==> config.mk <==
export PLATFORM = sky130hd
export DESIGN_NAME = audio_channel_peak_meter_top
export DESIGN_NICKNAME = d
export VERILOG_FILES = /design/src/sv/acpm_pkg.sv /design/src/sv/acpm_front.sv /design/src/sv/acpm_fifo.sv /design/src/sv/acpm_back.sv /design/src/sv/audio_channel_peak_meter_top.sv
export SDC_FILE = /design/constraint.sdc
export NUM_CORES = 1
export LEC_CHECK = 0
export ABC_AREA = 1
export CORE_ASPECT_RATIO = 0.5
export CORE_MARGIN = 2
export CORE_UTILIZATION = 30
export DETAILED_ROUTE_END_ITERATION = 10
export DONT_BUFFER_PORTS = 1
export HOLD_SLACK_MARGIN = 0.05
export PLACE_DENSITY_LB_ADDON = 0.2
export SKIP_CTS_REPAIR_TIMING = 1
export SLEW_MARGIN = 10
export SYNTH_ARGS = -nofsm -noshare
export SYNTH_HDL_FRONTEND = slang
export SYNTH_SLANG_ARGS = --single-unit
==> constraint.sdc <==
create_clock -name clock -period 6.6 [get_ports clock]
set_input_delay 0.66 -clock clock [delete_from_list [all_inputs] [get_ports clock]]
set_output_delay 0.66 -clock clock [all_outputs]
set_load 0.03 [all_outputs]
==> src/sv/acpm_pkg.sv <==
package acpm_pkg;

   localparam int MAX_CHANNELS = 8;
   localparam int CH_W         = (MAX_CHANNELS > 1) ? $clog2(MAX_CHANNELS) : 1;
   localparam int CNT_W        = $clog2(MAX_CHANNELS + 1);
   localparam int SAMPLE_W     = 32;
   localparam int COUNT_REG_W  = 4;
   localparam int INDEX_W      = 3;
   localparam int FRAC_W       = 16;
   localparam int LEVEL_W      = FRAC_W + 1;
   localparam int RSP_DATA_W   = ((INDEX_W + LEVEL_W + 7) / 8) * 8;
   localparam int FIFO_DEPTH   = 2;
   localparam int FIFO_PTR_W   = (FIFO_DEPTH > 1) ? $clog2(FIFO_DEPTH) : 1;

   localparam logic [LEVEL_W-1:0] LEVEL_ONE = LEVEL_W'(1) << FRAC_W;

   typedef enum logic [1:0] {
      WIDTH_8   = 2'd0,
      WIDTH_16  = 2'd1,
      WIDTH_32  = 2'd2,
      WIDTH_BAD = 2'd3
   } width_type;

   typedef enum logic [1:0] {
      REG_SIGNED    = 2'd0,
      REG_WIDTH     = 2'd1,
      REG_COUNT     = 2'd2,
      REG_SUPPORTED = 2'd3
   } reg_type;

   typedef struct packed {
      logic                   sample_signed;
      width_type              width_code;
      logic [COUNT_REG_W-1:0] channel_count;
      logic                   format_supported;
   } cfg_type;

   typedef struct packed {
      logic [SAMPLE_W-1:0] mag;
      logic [CH_W-1:0]     pos;
      logic                buffer_end;
   } slot_type;

   function automatic logic [CNT_W-1:0] eff_count(input cfg_type cfg);
      logic [CNT_W-1:0] res;
      if (cfg.channel_count == '0) begin
         res = CNT_W'(1);
      end else if (int'(cfg.channel_count) > MAX_CHANNELS) begin
         res = CNT_W'(MAX_CHANNELS);
      end else begin
         res = CNT_W'(cfg.channel_count);
      end
      return res;
   endfunction

   // full-scale value of the format, zero for the unused width code
   function automatic logic [SAMPLE_W-1:0] format_peak(input cfg_type cfg);
      logic [SAMPLE_W-1:0] res;
      unique case (cfg.width_code)
         WIDTH_8:   res = cfg.sample_signed ? 32'h0000_007F : 32'h0000_00FF;
         WIDTH_16:  res = cfg.sample_signed ? 32'h0000_7FFF : 32'h0000_FFFF;
         WIDTH_32:  res = cfg.sample_signed ? 32'h7FFF_FFFF : 32'hFFFF_FFFF;
         WIDTH_BAD: res = '0;
      endcase
      return res;
   endfunction

endpackage

==> src/sv/acpm_front.sv <==
module acpm_front (
   input  logic                              clock,
   input  logic                              reset,
   input  acpm_pkg::cfg_type                 cfg,
   input  logic                              req_tvalid,
   output logic                              req_tready,
   input  logic [acpm_pkg::SAMPLE_W-1:0]     req_tdata,
   input  logic                              req_tlast,
   input  logic                              fifo_full,
   output logic                              push,
   output acpm_pkg::slot_type                slot
);

   logic [acpm_pkg::CH_W-1:0]     pos_ff;
   logic [acpm_pkg::CH_W-1:0]     pos_in;
   logic [acpm_pkg::CH_W-1:0]     cur_pos;
   logic [acpm_pkg::CNT_W-1:0]    count;
   logic [acpm_pkg::CNT_W-1:0]    nxt_pos;
   logic [acpm_pkg::SAMPLE_W-1:0] v;
   logic [acpm_pkg::SAMPLE_W-1:0] sgn;
   logic [acpm_pkg::SAMPLE_W:0]   neg_mag;
   logic                          neg;

   assign req_tready = !fifo_full;
   assign push       = req_tvalid && !fifo_full;
   assign count      = acpm_pkg::eff_count(cfg);
   assign cur_pos    = (acpm_pkg::CNT_W'(pos_ff) >= count) ? '0 : pos_ff;
   assign nxt_pos    = acpm_pkg::CNT_W'(cur_pos) + acpm_pkg::CNT_W'(1);

   always_comb begin
      unique case (cfg.width_code)
         acpm_pkg::WIDTH_8: begin
            v   = {24'b0, req_tdata[7:0]};
            sgn = 32'h0000_0080;
         end
         acpm_pkg::WIDTH_16: begin
            v   = {16'b0, req_tdata[15:0]};
            sgn = 32'h0000_8000;
         end
         acpm_pkg::WIDTH_32, acpm_pkg::WIDTH_BAD: begin
            v   = req_tdata;
            sgn = 32'h8000_0000;
         end
      endcase
   end

   // negative sample: magnitude is twice the sign weight minus the raw code
   assign neg     = cfg.sample_signed && ((v & sgn) != '0);
   assign neg_mag = {sgn, 1'b0} - {1'b0, v};

   always_comb begin
      slot.mag        = neg ? neg_mag[acpm_pkg::SAMPLE_W-1:0] : v;
      slot.pos        = cur_pos;
      slot.buffer_end = req_tlast;
   end

   always_comb begin
      pos_in = pos_ff;
      if (push) begin
         if (req_tlast || nxt_pos >= count) begin
            pos_in = '0;
         end else begin
            pos_in = nxt_pos[acpm_pkg::CH_W-1:0];
         end
      end
   end

   always_ff @(posedge clock) begin
      if (reset) begin
         pos_ff <= '0;
      end else begin
         pos_ff <= pos_in;
      end
   end

endmodule

==> src/sv/acpm_fifo.sv <==
module acpm_fifo (
   input  logic               clock,
   input  logic               reset,
   input  logic               push,
   input  acpm_pkg::slot_type push_data,
   output logic               full,
   input  logic               pop,
   output acpm_pkg::slot_type pop_data,
   output logic               not_empty
);

   acpm_pkg::slot_type mem [acpm_pkg::FIFO_DEPTH];

   logic [acpm_pkg::FIFO_PTR_W-1:0] wr_ptr_ff;
   logic [acpm_pkg::FIFO_PTR_W-1:0] wr_ptr_in;
   logic [acpm_pkg::FIFO_PTR_W-1:0] rd_ptr_ff;
   logic [acpm_pkg::FIFO_PTR_W-1:0] rd_ptr_in;
   logic [acpm_pkg::FIFO_PTR_W:0]   count_ff;
   logic [acpm_pkg::FIFO_PTR_W:0]   count_in;
   logic                            do_push;
   logic                            do_pop;

   assign full      = (count_ff == (acpm_pkg::FIFO_PTR_W + 1)'(acpm_pkg::FIFO_DEPTH));
   assign not_empty = (count_ff != '0);
   assign pop_data  = mem[rd_ptr_ff];
   assign do_push   = push && !full;
   assign do_pop    = pop && not_empty;

   always_comb begin
      wr_ptr_in = wr_ptr_ff;
      rd_ptr_in = rd_ptr_ff;
      count_in  = count_ff;
      if (do_push) begin
         wr_ptr_in = (wr_ptr_ff == acpm_pkg::FIFO_PTR_W'(acpm_pkg::FIFO_DEPTH - 1)) ?
                     '0 : wr_ptr_ff + acpm_pkg::FIFO_PTR_W'(1);
      end
      if (do_pop) begin
         rd_ptr_in = (rd_ptr_ff == acpm_pkg::FIFO_PTR_W'(acpm_pkg::FIFO_DEPTH - 1)) ?
                     '0 : rd_ptr_ff + acpm_pkg::FIFO_PTR_W'(1);
      end
      if (do_push && !do_pop) begin
         count_in = count_ff + (acpm_pkg::FIFO_PTR_W + 1)'(1);
      end else if (do_pop && !do_push) begin
         count_in = count_ff - (acpm_pkg::FIFO_PTR_W + 1)'(1);
      end
   end

   always_ff @(posedge clock) begin
      if (do_push) begin
         mem[wr_ptr_ff] <= push_data;
      end
   end

   always_ff @(posedge clock) begin
      if (reset) begin
         wr_ptr_ff <= '0;
         rd_ptr_ff <= '0;
         count_ff  <= '0;
      end else begin
         wr_ptr_ff <= wr_ptr_in;
         rd_ptr_ff <= rd_ptr_in;
         count_ff  <= count_in;
      end
   end

endmodule

==> src/sv/acpm_back.sv <==
module acpm_back (
   input  logic                                clock,
   input  logic                                reset,
   input  acpm_pkg::cfg_type                   cfg,
   input  logic                                slot_valid,
   input  acpm_pkg::slot_type                  slot,
   output logic                                pop,
   output logic                                rsp_tvalid,
   input  logic                                rsp_tready,
   output logic [acpm_pkg::RSP_DATA_W-1:0]     rsp_tdata,
   output logic                                rsp_tlast
);

   localparam int STEP_W = (acpm_pkg::FRAC_W > 1) ? $clog2(acpm_pkg::FRAC_W) : 1;

   typedef enum logic [2:0] {
      ST_IDLE,
      ST_LOAD,
      ST_CHECK,
      ST_DIV,
      ST_PUSH
   } state_type;

   state_type                        state_ff;
   logic [acpm_pkg::SAMPLE_W-1:0]    peak_ff [acpm_pkg::MAX_CHANNELS];
   logic [acpm_pkg::CH_W-1:0]        ch_ff;
   logic [acpm_pkg::SAMPLE_W:0]      num_ff;
   logic [acpm_pkg::SAMPLE_W-1:0]    rem_ff;
   logic [acpm_pkg::FRAC_W-1:0]      quo_ff;
   logic [STEP_W-1:0]                step_ff;
   logic [acpm_pkg::LEVEL_W-1:0]     level_ff;
   logic                             rsp_valid_ff;
   logic                             rsp_valid_in;
   logic [acpm_pkg::INDEX_W-1:0]     rsp_index_ff;
   logic [acpm_pkg::LEVEL_W-1:0]     rsp_level_ff;
   logic                             rsp_last_ff;

   logic [acpm_pkg::CH_W-1:0]        rd_idx;
   logic [acpm_pkg::SAMPLE_W-1:0]    rd_val;
   logic [acpm_pkg::SAMPLE_W-1:0]    fp;
   logic [acpm_pkg::SAMPLE_W:0]      fp_x;
   logic [acpm_pkg::SAMPLE_W:0]      twice;
   logic [acpm_pkg::SAMPLE_W:0]      num_calc;
   logic [acpm_pkg::SAMPLE_W:0]      trial;
   logic                             take;
   logic [acpm_pkg::SAMPLE_W:0]      rem_diff;
   logic [acpm_pkg::SAMPLE_W-1:0]    rem_step;
   logic [acpm_pkg::FRAC_W-1:0]      quo_step;
   logic [acpm_pkg::CNT_W-1:0]       count;
   logic                             last_ch;
   logic                             out_free;

   assign pop      = (state_ff == ST_IDLE) && slot_valid;
   assign rd_idx   = (state_ff == ST_IDLE) ? slot.pos : ch_ff;
   assign rd_val   = peak_ff[rd_idx];
   assign fp       = acpm_pkg::format_peak(cfg);
   assign fp_x     = {1'b0, fp};
   assign count    = acpm_pkg::eff_count(cfg);
   assign last_ch  = (acpm_pkg::CNT_W'(ch_ff) + acpm_pkg::CNT_W'(1) == count);
   assign out_free = !rsp_valid_ff || rsp_tready;
   assign rsp_valid_in = ((state_ff == ST_PUSH) && out_free) || (rsp_valid_ff && !rsp_tready);

   // unsigned formats measure distance from mid-scale
   assign twice    = {rd_val, 1'b0};
   assign num_calc = cfg.sample_signed ? {1'b0, rd_val} :
                     (twice >= fp_x) ? (twice - fp_x) : (fp_x - twice);

   // restoring divide, one quotient bit per cycle; remainder stays below the peak
   assign trial    = {rem_ff, 1'b0};
   assign take     = (trial >= fp_x);
   assign rem_diff = trial - fp_x;
   assign rem_step = take ? rem_diff[acpm_pkg::SAMPLE_W-1:0] : trial[acpm_pkg::SAMPLE_W-1:0];
   assign quo_step = {quo_ff[acpm_pkg::FRAC_W-2:0], take};

   assign rsp_tvalid = rsp_valid_ff;
   assign rsp_tlast  = rsp_last_ff;
   assign rsp_tdata  = {{(acpm_pkg::RSP_DATA_W - acpm_pkg::LEVEL_W - acpm_pkg::INDEX_W){1'b0}},
                        rsp_level_ff, rsp_index_ff};

   always_ff @(posedge clock) begin
      if (reset) begin
         state_ff     <= ST_IDLE;
         ch_ff        <= '0;
         rsp_valid_ff <= 1'b0;
         for (int i = 0; i < acpm_pkg::MAX_CHANNELS; i++) begin
            peak_ff[i] <= '0;
         end
      end else begin
         rsp_valid_ff <= rsp_valid_in;
         unique case (state_ff)
            ST_IDLE: begin
               if (slot_valid) begin
                  if (slot.mag > rd_val) begin
                     peak_ff[slot.pos] <= slot.mag;
                  end
                  if (slot.buffer_end) begin
                     ch_ff    <= '0;
                     state_ff <= ST_LOAD;
                  end
               end
            end
            ST_LOAD: begin
               num_ff   <= num_calc;
               state_ff <= ST_CHECK;
            end
            ST_CHECK: begin
               if (!cfg.format_supported || fp == '0) begin
                  level_ff <= '0;
                  state_ff <= ST_PUSH;
               end else if (num_ff >= fp_x) begin
                  level_ff <= acpm_pkg::LEVEL_ONE;
                  state_ff <= ST_PUSH;
               end else begin
                  rem_ff   <= num_ff[acpm_pkg::SAMPLE_W-1:0];
                  quo_ff   <= '0;
                  step_ff  <= '0;
                  state_ff <= ST_DIV;
               end
            end
            ST_DIV: begin
               rem_ff  <= rem_step;
               quo_ff  <= quo_step;
               step_ff <= step_ff + STEP_W'(1);
               if (step_ff == STEP_W'(acpm_pkg::FRAC_W - 1)) begin
                  level_ff <= {1'b0, quo_step};
                  state_ff <= ST_PUSH;
               end
            end
            ST_PUSH: begin
               if (out_free) begin
                  rsp_index_ff <= acpm_pkg::INDEX_W'(ch_ff);
                  rsp_level_ff <= level_ff;
                  rsp_last_ff  <= last_ch;
                  if (last_ch) begin
                     for (int i = 0; i < acpm_pkg::MAX_CHANNELS; i++) begin
                        peak_ff[i] <= '0;
                     end
                     state_ff <= ST_IDLE;
                  end else begin
                     ch_ff    <= ch_ff + acpm_pkg::CH_W'(1);
                     state_ff <= ST_LOAD;
                  end
               end
            end
            default: state_ff <= ST_IDLE;
         endcase
      end
   end

endmodule

==> src/sv/audio_channel_peak_meter_top.sv <==
// Per-channel audio peak level meter.
// req_*: one interleaved PCM sample per item; tdata holds sample_bits,
//   tlast marks the final sample of a buffer. Sample k of a buffer belongs
//   to channel k mod channel_count (0 acts as 1, counts above 8 as 8).
// rsp_*: after a buffer ends, one item per channel, channel 0 first; tlast
//   on the last channel. Level is 1.16 unsigned, saturated at 1.0.
// csr_*: register write port (0 signed, 1 width code, 2 channel count,
//   3 format supported). csr_ready is always high.
// Throughput: one sample per cycle while the engine is idle. A two-entry queue
//   sits between the sample front end and the peak/normalize engine.
// At a buffer end the engine takes each channel in turn through load,
//   check, a bit-serial divide when the level needs it (one quotient bit
//   per cycle) and push; samples queue meanwhile.
// Reset: registers return to signed 16-bit, one channel, supported; all
//   channel peaks clear to zero. A stalled rsp holds its item; the engine
//   waits, the queue fills and req_tready drops.
module audio_channel_peak_meter_top (
   input  logic                                clock,
   input  logic                                reset,
   input  logic                                req_tvalid,
   output logic                                req_tready,
   input  logic [acpm_pkg::SAMPLE_W-1:0]       req_tdata,   // [31:0] sample_bits
   input  logic                                req_tlast,
   output logic                                rsp_tvalid,
   input  logic                                rsp_tready,
   output logic [acpm_pkg::RSP_DATA_W-1:0]     rsp_tdata,   // [2:0] channel_index, [19:3] level
   output logic                                rsp_tlast,
   input  logic                                csr_valid,
   output logic                                csr_ready,
   input  logic [1:0]                          csr_index,
   input  logic [acpm_pkg::COUNT_REG_W-1:0]    csr_wdata
);

   acpm_pkg::cfg_type  cfg_ff;
   acpm_pkg::slot_type push_slot;
   acpm_pkg::slot_type pop_slot;
   logic               push;
   logic               pop;
   logic               fifo_full;
   logic               fifo_not_empty;

   assign csr_ready = 1'b1;

   always_ff @(posedge clock) begin
      if (reset) begin
         cfg_ff.sample_signed    <= 1'b1;
         cfg_ff.width_code       <= acpm_pkg::WIDTH_16;
         cfg_ff.channel_count    <= acpm_pkg::COUNT_REG_W'(1);
         cfg_ff.format_supported <= 1'b1;
      end else if (csr_valid) begin
         unique case (acpm_pkg::reg_type'(csr_index))
            acpm_pkg::REG_SIGNED:    cfg_ff.sample_signed    <= csr_wdata[0];
            acpm_pkg::REG_WIDTH:     cfg_ff.width_code <= acpm_pkg::width_type'(csr_wdata[1:0]);
            acpm_pkg::REG_COUNT:     cfg_ff.channel_count    <= csr_wdata;
            acpm_pkg::REG_SUPPORTED: cfg_ff.format_supported <= csr_wdata[0];
         endcase
      end
   end

   acpm_front u_front (
      .clock      (clock),
      .reset      (reset),
      .cfg        (cfg_ff),
      .req_tvalid (req_tvalid),
      .req_tready (req_tready),
      .req_tdata  (req_tdata),
      .req_tlast  (req_tlast),
      .fifo_full  (fifo_full),
      .push       (push),
      .slot       (push_slot)
   );

   acpm_fifo u_fifo (
      .clock     (clock),
      .reset     (reset),
      .push      (push),
      .push_data (push_slot),
      .full      (fifo_full),
      .pop       (pop),
      .pop_data  (pop_slot),
      .not_empty (fifo_not_empty)
   );

   acpm_back u_back (
      .clock      (clock),
      .reset      (reset),
      .cfg        (cfg_ff),
      .slot_valid (fifo_not_empty),
      .slot       (pop_slot),
      .pop        (pop),
      .rsp_tvalid (rsp_tvalid),
      .rsp_tready (rsp_tready),
      .rsp_tdata  (rsp_tdata),
      .rsp_tlast  (rsp_tlast)
   );

endmodule

; ---- Yosys cells after proc, flatten, opt, wreduce, memory -nomap -nowiden
; Memories as Yosys holds them, arrays and structs flattened. A register that Yosys moved wholly into a read port is not among the register bits.
; Index checks and enable logic that the tools add are counted.
; W data, S select, Z words.
[classes]
addsub = 12
order_cmp = 7
n_eq_ne = 21
mux = 72
n_bitwise = 10
n_reduce_logical = 41
[op_table]
columns = operator, n
row1 = $mux W32, 15
row2 = $pmux W32 S3, 2
row3 = $pmux W32 S4, 1
row4 = $ge A33 B32 Y1, 3
row5 = $pmux W32 S2, 1
row6 = $sub A32 B32 Y32, 2
row7 = $mux W17, 3
row8 = $mux W3, 14
row9 = $pmux W17 S2, 1
row10 = $mux W33, 1
row11 = $sub A32 B33 Y33, 1
row12 = $sub A33 B32 Y33, 1
row13 = $and A32 B32 Y32, 1
row14 = $gt A32 B32 Y1, 1
row15 = $logic_not A32 Y1, 1
row16 = $reduce_bool A32 Y1, 1
row17 = $reduce_or A32 Y1, 1
row18 = $mux W15, 2
row19 = $pmux W15 S2, 1
row20 = $mux W1, 20
row21 = $mux W16, 1
row22 = $mux W4, 4
row23 = $pmux W3 S5, 1
row24 = $reduce_and A4 Y1, 3
row25 = other kinds (36), 81
[word_totals]
register_bits = 144
mem_bits_rw = 328
input_bits = 44
out_inout_bits = 28
word_cells = 185
n_memories = 2
[mem_list]
columns = name, depth, word_bits, read_ports, rd_clocked_by_memory_dff, write_ports, line
row1 = u_back.peak_ff, 8, 32, 1, 0, 8, acpm_back.sv:25  ; logic [acpm_pkg::SAMPLE_W-1:0] peak_ff [acpm_pkg::MAX_CHANNELS];
row2 = u_fifo.mem, 2, 36, 1, 1, 1, acpm_fifo.sv:12  ; acpm_pkg::slot_type mem [acpm_pkg::FIFO_DEPTH];

; ---- Depth between registers and ports, before layout
[logic_depth]
ltp_word = 11
depth_mapped = 32
depth_no_buf = 28

; ---- Cells and area by module
; A second synthesis with hierarchy kept.
[hier_totals]
hier_cells = 3513
hier_area_um2 = 29639.7
[by_module_without_submodules]
columns = module, n_inst, cells_each, area_per_inst_um2, seq_area_each_um2
row1 = acpm_back, 1, 3012, 24699.9, 11491.0
row2 = acpm_fifo, 1, 149, 2995.4, 2262.2
row3 = acpm_front, 1, 302, 1576.5, 60.1
row4 = audio_channel_peak_meter_top, 1, 50, 367.9, 160.2

; ---- Worst setup path after synthesis
; Ideal clock, no wire load.
[synth_path]
path_kind = reg-to-reg
start = register cfg_ff[5] (netlist bit)
end = register u_back.quo_ff[0] (netlist bit) (enable)
setup_time_ns = 0.543
t_arrival_ns = 6.676
required_ns = 6.057
setup_slack_ns = -0.619
path_stages_with_launch = 11
n_path_buf = 0
synth_period_minus_slack_ns = 7.219
path_cell_list = dfxtp_1 > inv_1 > ha_1 > inv_1 > ha_1 > a21o_1 > nor2_1 > nand2_1 > a21oi_1 > nand4_1 > a221oi_1
[synth_via]
elab_chain_cells = 6
word_cells_on_any_way = 11
classes_between = order compare (1) / eq/ne (5) / mux (1) / reduce/logical (4)
[synth_rtl]
columns = element, line
row1 = from (decl), audio_channel_peak_meter_top.sv:34  ; acpm_pkg::cfg_type cfg_ff;
row2 = $eq A2 B2 Y1 (tied with other cells), acpm_pkg.sv:59  ; unique case (cfg.width_code)
row3 = $pmux W32 S4 (*), acpm_pkg.sv:59
row4 = branches (longest 3 deep; another with $ge A33 B32 Y1), -
row5 = $reduce_and A4 Y1 (no source line) (*), -
row6 = to (signal assigned), acpm_back.sv:122  ; quo_ff <= quo_step;
row7 = to (decl), acpm_back.sv:29  ; logic [acpm_pkg::FRAC_W-1:0] quo_ff;
; Mark *: on every way between the ends.
; A chain may end at the register's enable or synchronous reset.

==> flow_metrics.env <==
export IMPL_status="completed"
export IMPL_crit_path_max_incr_delay_ns=0.60
export IMPL_critPathTopFamily="simple AND/OR/NAND/NOR gates"
export IMPL_max_slew_worst_pin_slew_ns=1.08
export IMPL_arrival_ns=5.53
export IMPL_register_area_um2=14000
export IMPL_drt_iter0_markers=1975
export IMPL_grt_pass1_vias=23500
export IMPL_fin_skew_ns=0.0270
export IMPL_power_density_nw_per_um2=530
export IMPL_syn_cell_area_um2=29300
export IMPL_hold_violations=0
export IMPL_area_growth_syn_to_layout_pct=11.7
export IMPL_coreArea_um2=96100
export IMPL_drc=0
export IMPL_muxShareOfSynthArea=0.000342
export IMPL_layout_drive_gt1_share=0.0689
export IMPL_period_share=0.798
export IMPL_hold_class="in2reg"
export IMPL_final_setup_tns_ns=0
export IMPL_crit_chain="inv_1, nand2_2, nand2_1, o21ai_4, buf_4, nand3_1, nand2_1, inv_1, o21ai_1, inv_1, ha_1, inv_1, a21oi_1, o21a_1, o21ai_0, nand3_1, nand2_1, nand2_1, nand2_1, nand4_1, nand2_2, buf_4"
export IMPL_cp_num_buf_inv=6
export IMPL_ys_ff_latch=473
export IMPL_seq_area_frac_synth=0.477
export IMPL_numCtsBuffers=49
export IMPL_rsz0062_at_grt="no"
export IMPL_htree_num_levels=2
export IMPL_nets=3741
export IMPL_grt_first_pass_wirelength_mm=141
export IMPL_io_buffers=0
export IMPL_synth_edf_count=450
export IMPL_finalWirelength_mm=92.4
export IMPL_yosys_area_top_type="edfxtp_1"
export IMPL_cts_sinks=473
export IMPL_timing_final_crit_period_ns=5.27
export IMPL_maxSlewHeadroom=0.273
export IMPL_peakVddDrop_uv=340
export IMPL_syn_inst=3518
export IMPL_rows=80
export IMPL_grt_max_degree=65
export IMPL_slew_violations=0
export IMPL_ys_top_cells_by_area="edfxtp_1 46%, nand2_1 10%, nor2_1 7.9%"
export IMPL_die_width_um=446
export IMPL_clockBufferDepth=3
export IMPL_clk_pin_slew_worst_paths_ns=0.06
export IMPL_synth_compound_area_share=0.107
export IMPL_place_hpwl_mm=66.8
export IMPL_synth_xor_area_frac=0.0269
export IMPL_worstPathRequired_ns=6.87
export IMPL_crit_type="reg2reg"
export IMPL_ios=72
export IMPL_path_common_cell="nand2_1"
export IMPL_start_util=0.305
export IMPL_multi_input_area_um2=13400
export IMPL_antennaDiodeCount=0
export IMPL_antenna_found_initial=2
export IMPL_gp_congestion=0.931
export IMPL_critPathMaxFanout=64
export IMPL_synth_most_common_cell="nand2_1"
export IMPL_ant_nets=0
export IMPL_fillers=9946
export IMPL_leakage_nw=13.9
export IMPL_drt_pass1_iter_count=5
export IMPL_num_vias=24000
export IMPL_finalSetupViolCount=0
export IMPL_yosys_warnings=0
export IMPL_fmax_mhz=190
export IMPL_overflow=0
export IMPL_avgSynthCellArea_um2=8.33
export IMPL_clockRootBuffer="clkbuf_16"
export IMPL_synth_adder_area_share=0.0771
export IMPL_synth_main_ff_cell="edfxtp_1"
export IMPL_die_area_um2=100000
export IMPL_drt_wirelength_per_cell_um=19.1
export IMPL_vias_per_cell=4.96
export IMPL_synth_top_family_by_area="simple AND/OR/NAND/NOR gates"
export IMPL_cp_slowest_cell="buf_4"
export IMPL_max_cap_violations=0
export IMPL_clock_latency_ns=0.63
export IMPL_yosys_area_share_simple=0.244
export IMPL_fin_util=0.341
export IMPL_synth_cell_types=52
export IMPL_cts_tree="done"
export IMPL_start_kind="register"
export IMPL_critPathCaptureType="register"
export IMPL_synthArstFlopShare=0
export IMPL_die_height_um=225
export IMPL_synth_common_cells="790 x nand2_1, 615 x nor2_1, 450 x edfxtp_1"
export IMPL_synth_top_area_frac=0.461
export IMPL_grt_total_usage=0.182
==> per-layer routing <==
layer | track usage | part of all wire | vias to the layer above | wire length (um)
li1 | - | - | 11800 | -
met1 | 0.260 | 0.48 | 11400 | 44600
met2 | 0.288 | 0.43 | 641 | 40100
met3 | 0.0284 | 0.060 | 115 | 5550
met4 | 0.0452 | 0.023 | 2 | 2080
met5 | 0 | 0.00014 | - | 13
==> cell families (layout without fill, tap and decap cells) <==
family                   after synthesis  in the layout
AO/OA/AOI/OAI                        556            556
XOR/XNOR                              90             90
adder cells (fa/ha/maj)              180            180
buffers and inverters                488            525
flip-flops                           473            473
multiplexers                           1              1
other                                  2              5
AND/OR/NAND/NOR                     1728           1728
==> cell type report <==
| class | count | share of cell area |
|---|---|---|
| clock buffers | 54 | 0.0380 |
| clock inverters | 38 | 0.0110 |
| inverters | 341 | 0.0391 |
| multi-input cells | 2560 | 0.411 |
| flip-flops and latches | 473 | 0.427 |
| well taps | 1271 | 0.0486 |
| repair buffers | 92 | 0.0253 |
==> report_power, final <==
| part | total (mW) | switching, mW | internal, mW |
|---|---|---|---|
| logic | 10.6 | 7.41 | 3.20 |
| clock network | 2.83 | 1.26 | 1.57 |
| registers | 3.91 | 0.116 | 3.79 |
==> through the flow <==
stage / worst slack, ns / hold slack [ns] / cells / power, mW / instance area [um2]
6_report: 1.33 / 0.113 / 4829 / 17.3 / 32700
5_1_grt: 0.846 / 0.0838 / 4829 / 18.7 / 32700
4_1_cts: 1.38 / 0.0814 / 4829 / 17.3 / 32700
3_5_place_dp: 1.38 / 0.406 / 4737 / 14.4 / 31100
3_3_place_gp: 1.37 / 0.403 / 4737 / 14.5 / 31100
2_1_floorplan: 1.05 / 0.400 / 3521 / 11.1 / 29300
==> worst register-to-register path: stages (launching register included) <==
cell     delay (ns)
dfxtp_1        0.40
inv_1          0.11
nand2_2        0.25
nand2_1        0.17
o21ai_4        0.10
buf_4          0.60
nand3_1        0.33
nand2_1        0.12
inv_1          0.04
o21ai_1        0.48
inv_1          0.21
ha_1           0.23
inv_1          0.05
a21oi_1        0.05
o21a_1         0.18
o21ai_0        0.24
nand3_1        0.11
nand2_1        0.16
nand2_1        0.07
nand2_1        0.19
nand4_1        0.19
nand2_2        0.15
buf_4          0.47
==> path summary, 6_finish.rpt <==
kind	endpoint	from	depth (start not counted)	slack [ns]
worst max-delay path	u_back.peak_ff[6][7]	u_back.state_ff[2]	22	1.33
worst min-delay path	u_back.ch_ff[2]	reset	1	0.11
worst max register to register	u_back.peak_ff[6][7]	u_back.state_ff[2]	22	1.33
worst min register to register	u_back.rsp_level_ff[15]	u_back.level_ff[15]	0	0.42
==> cell usage in the layout, fill, tap and decap left out, types with 47 or more instances in the layout <==
cell type  instances
a21oi_1          161
buf_4             81
clkbuf_16         49
edfxtp_1         450
ha_1             179
inv_1            317
nand2_1          781
nand3_1          163
nor2_1           612
o21ai_0          224
o21ai_1           47
xor2_1            65
==> state kept, by name (all words and copies together) (netlist names), named ones only <==
name,cells
u_back.rsp_level_ff,17
u_back.quo_ff,15
u_back.rem_ff,32
u_back.state_ff,3
cfg_ff,8
u_back.num_ff,33
u_fifo.mem,72
u_back.rsp_tvalid,1
u_back.rsp_index_ff,3
u_back.rsp_tlast,1
u_back.step_ff,4
u_fifo.rd_ptr_ff,1
u_fifo.wr_ptr_ff,1
u_back.peak_ff,256
u_back.level_ff,17
u_fifo.count_ff,2
u_back.ch_ff,3
u_front.pos_ff,3
(Power assumes the default switching activity.)
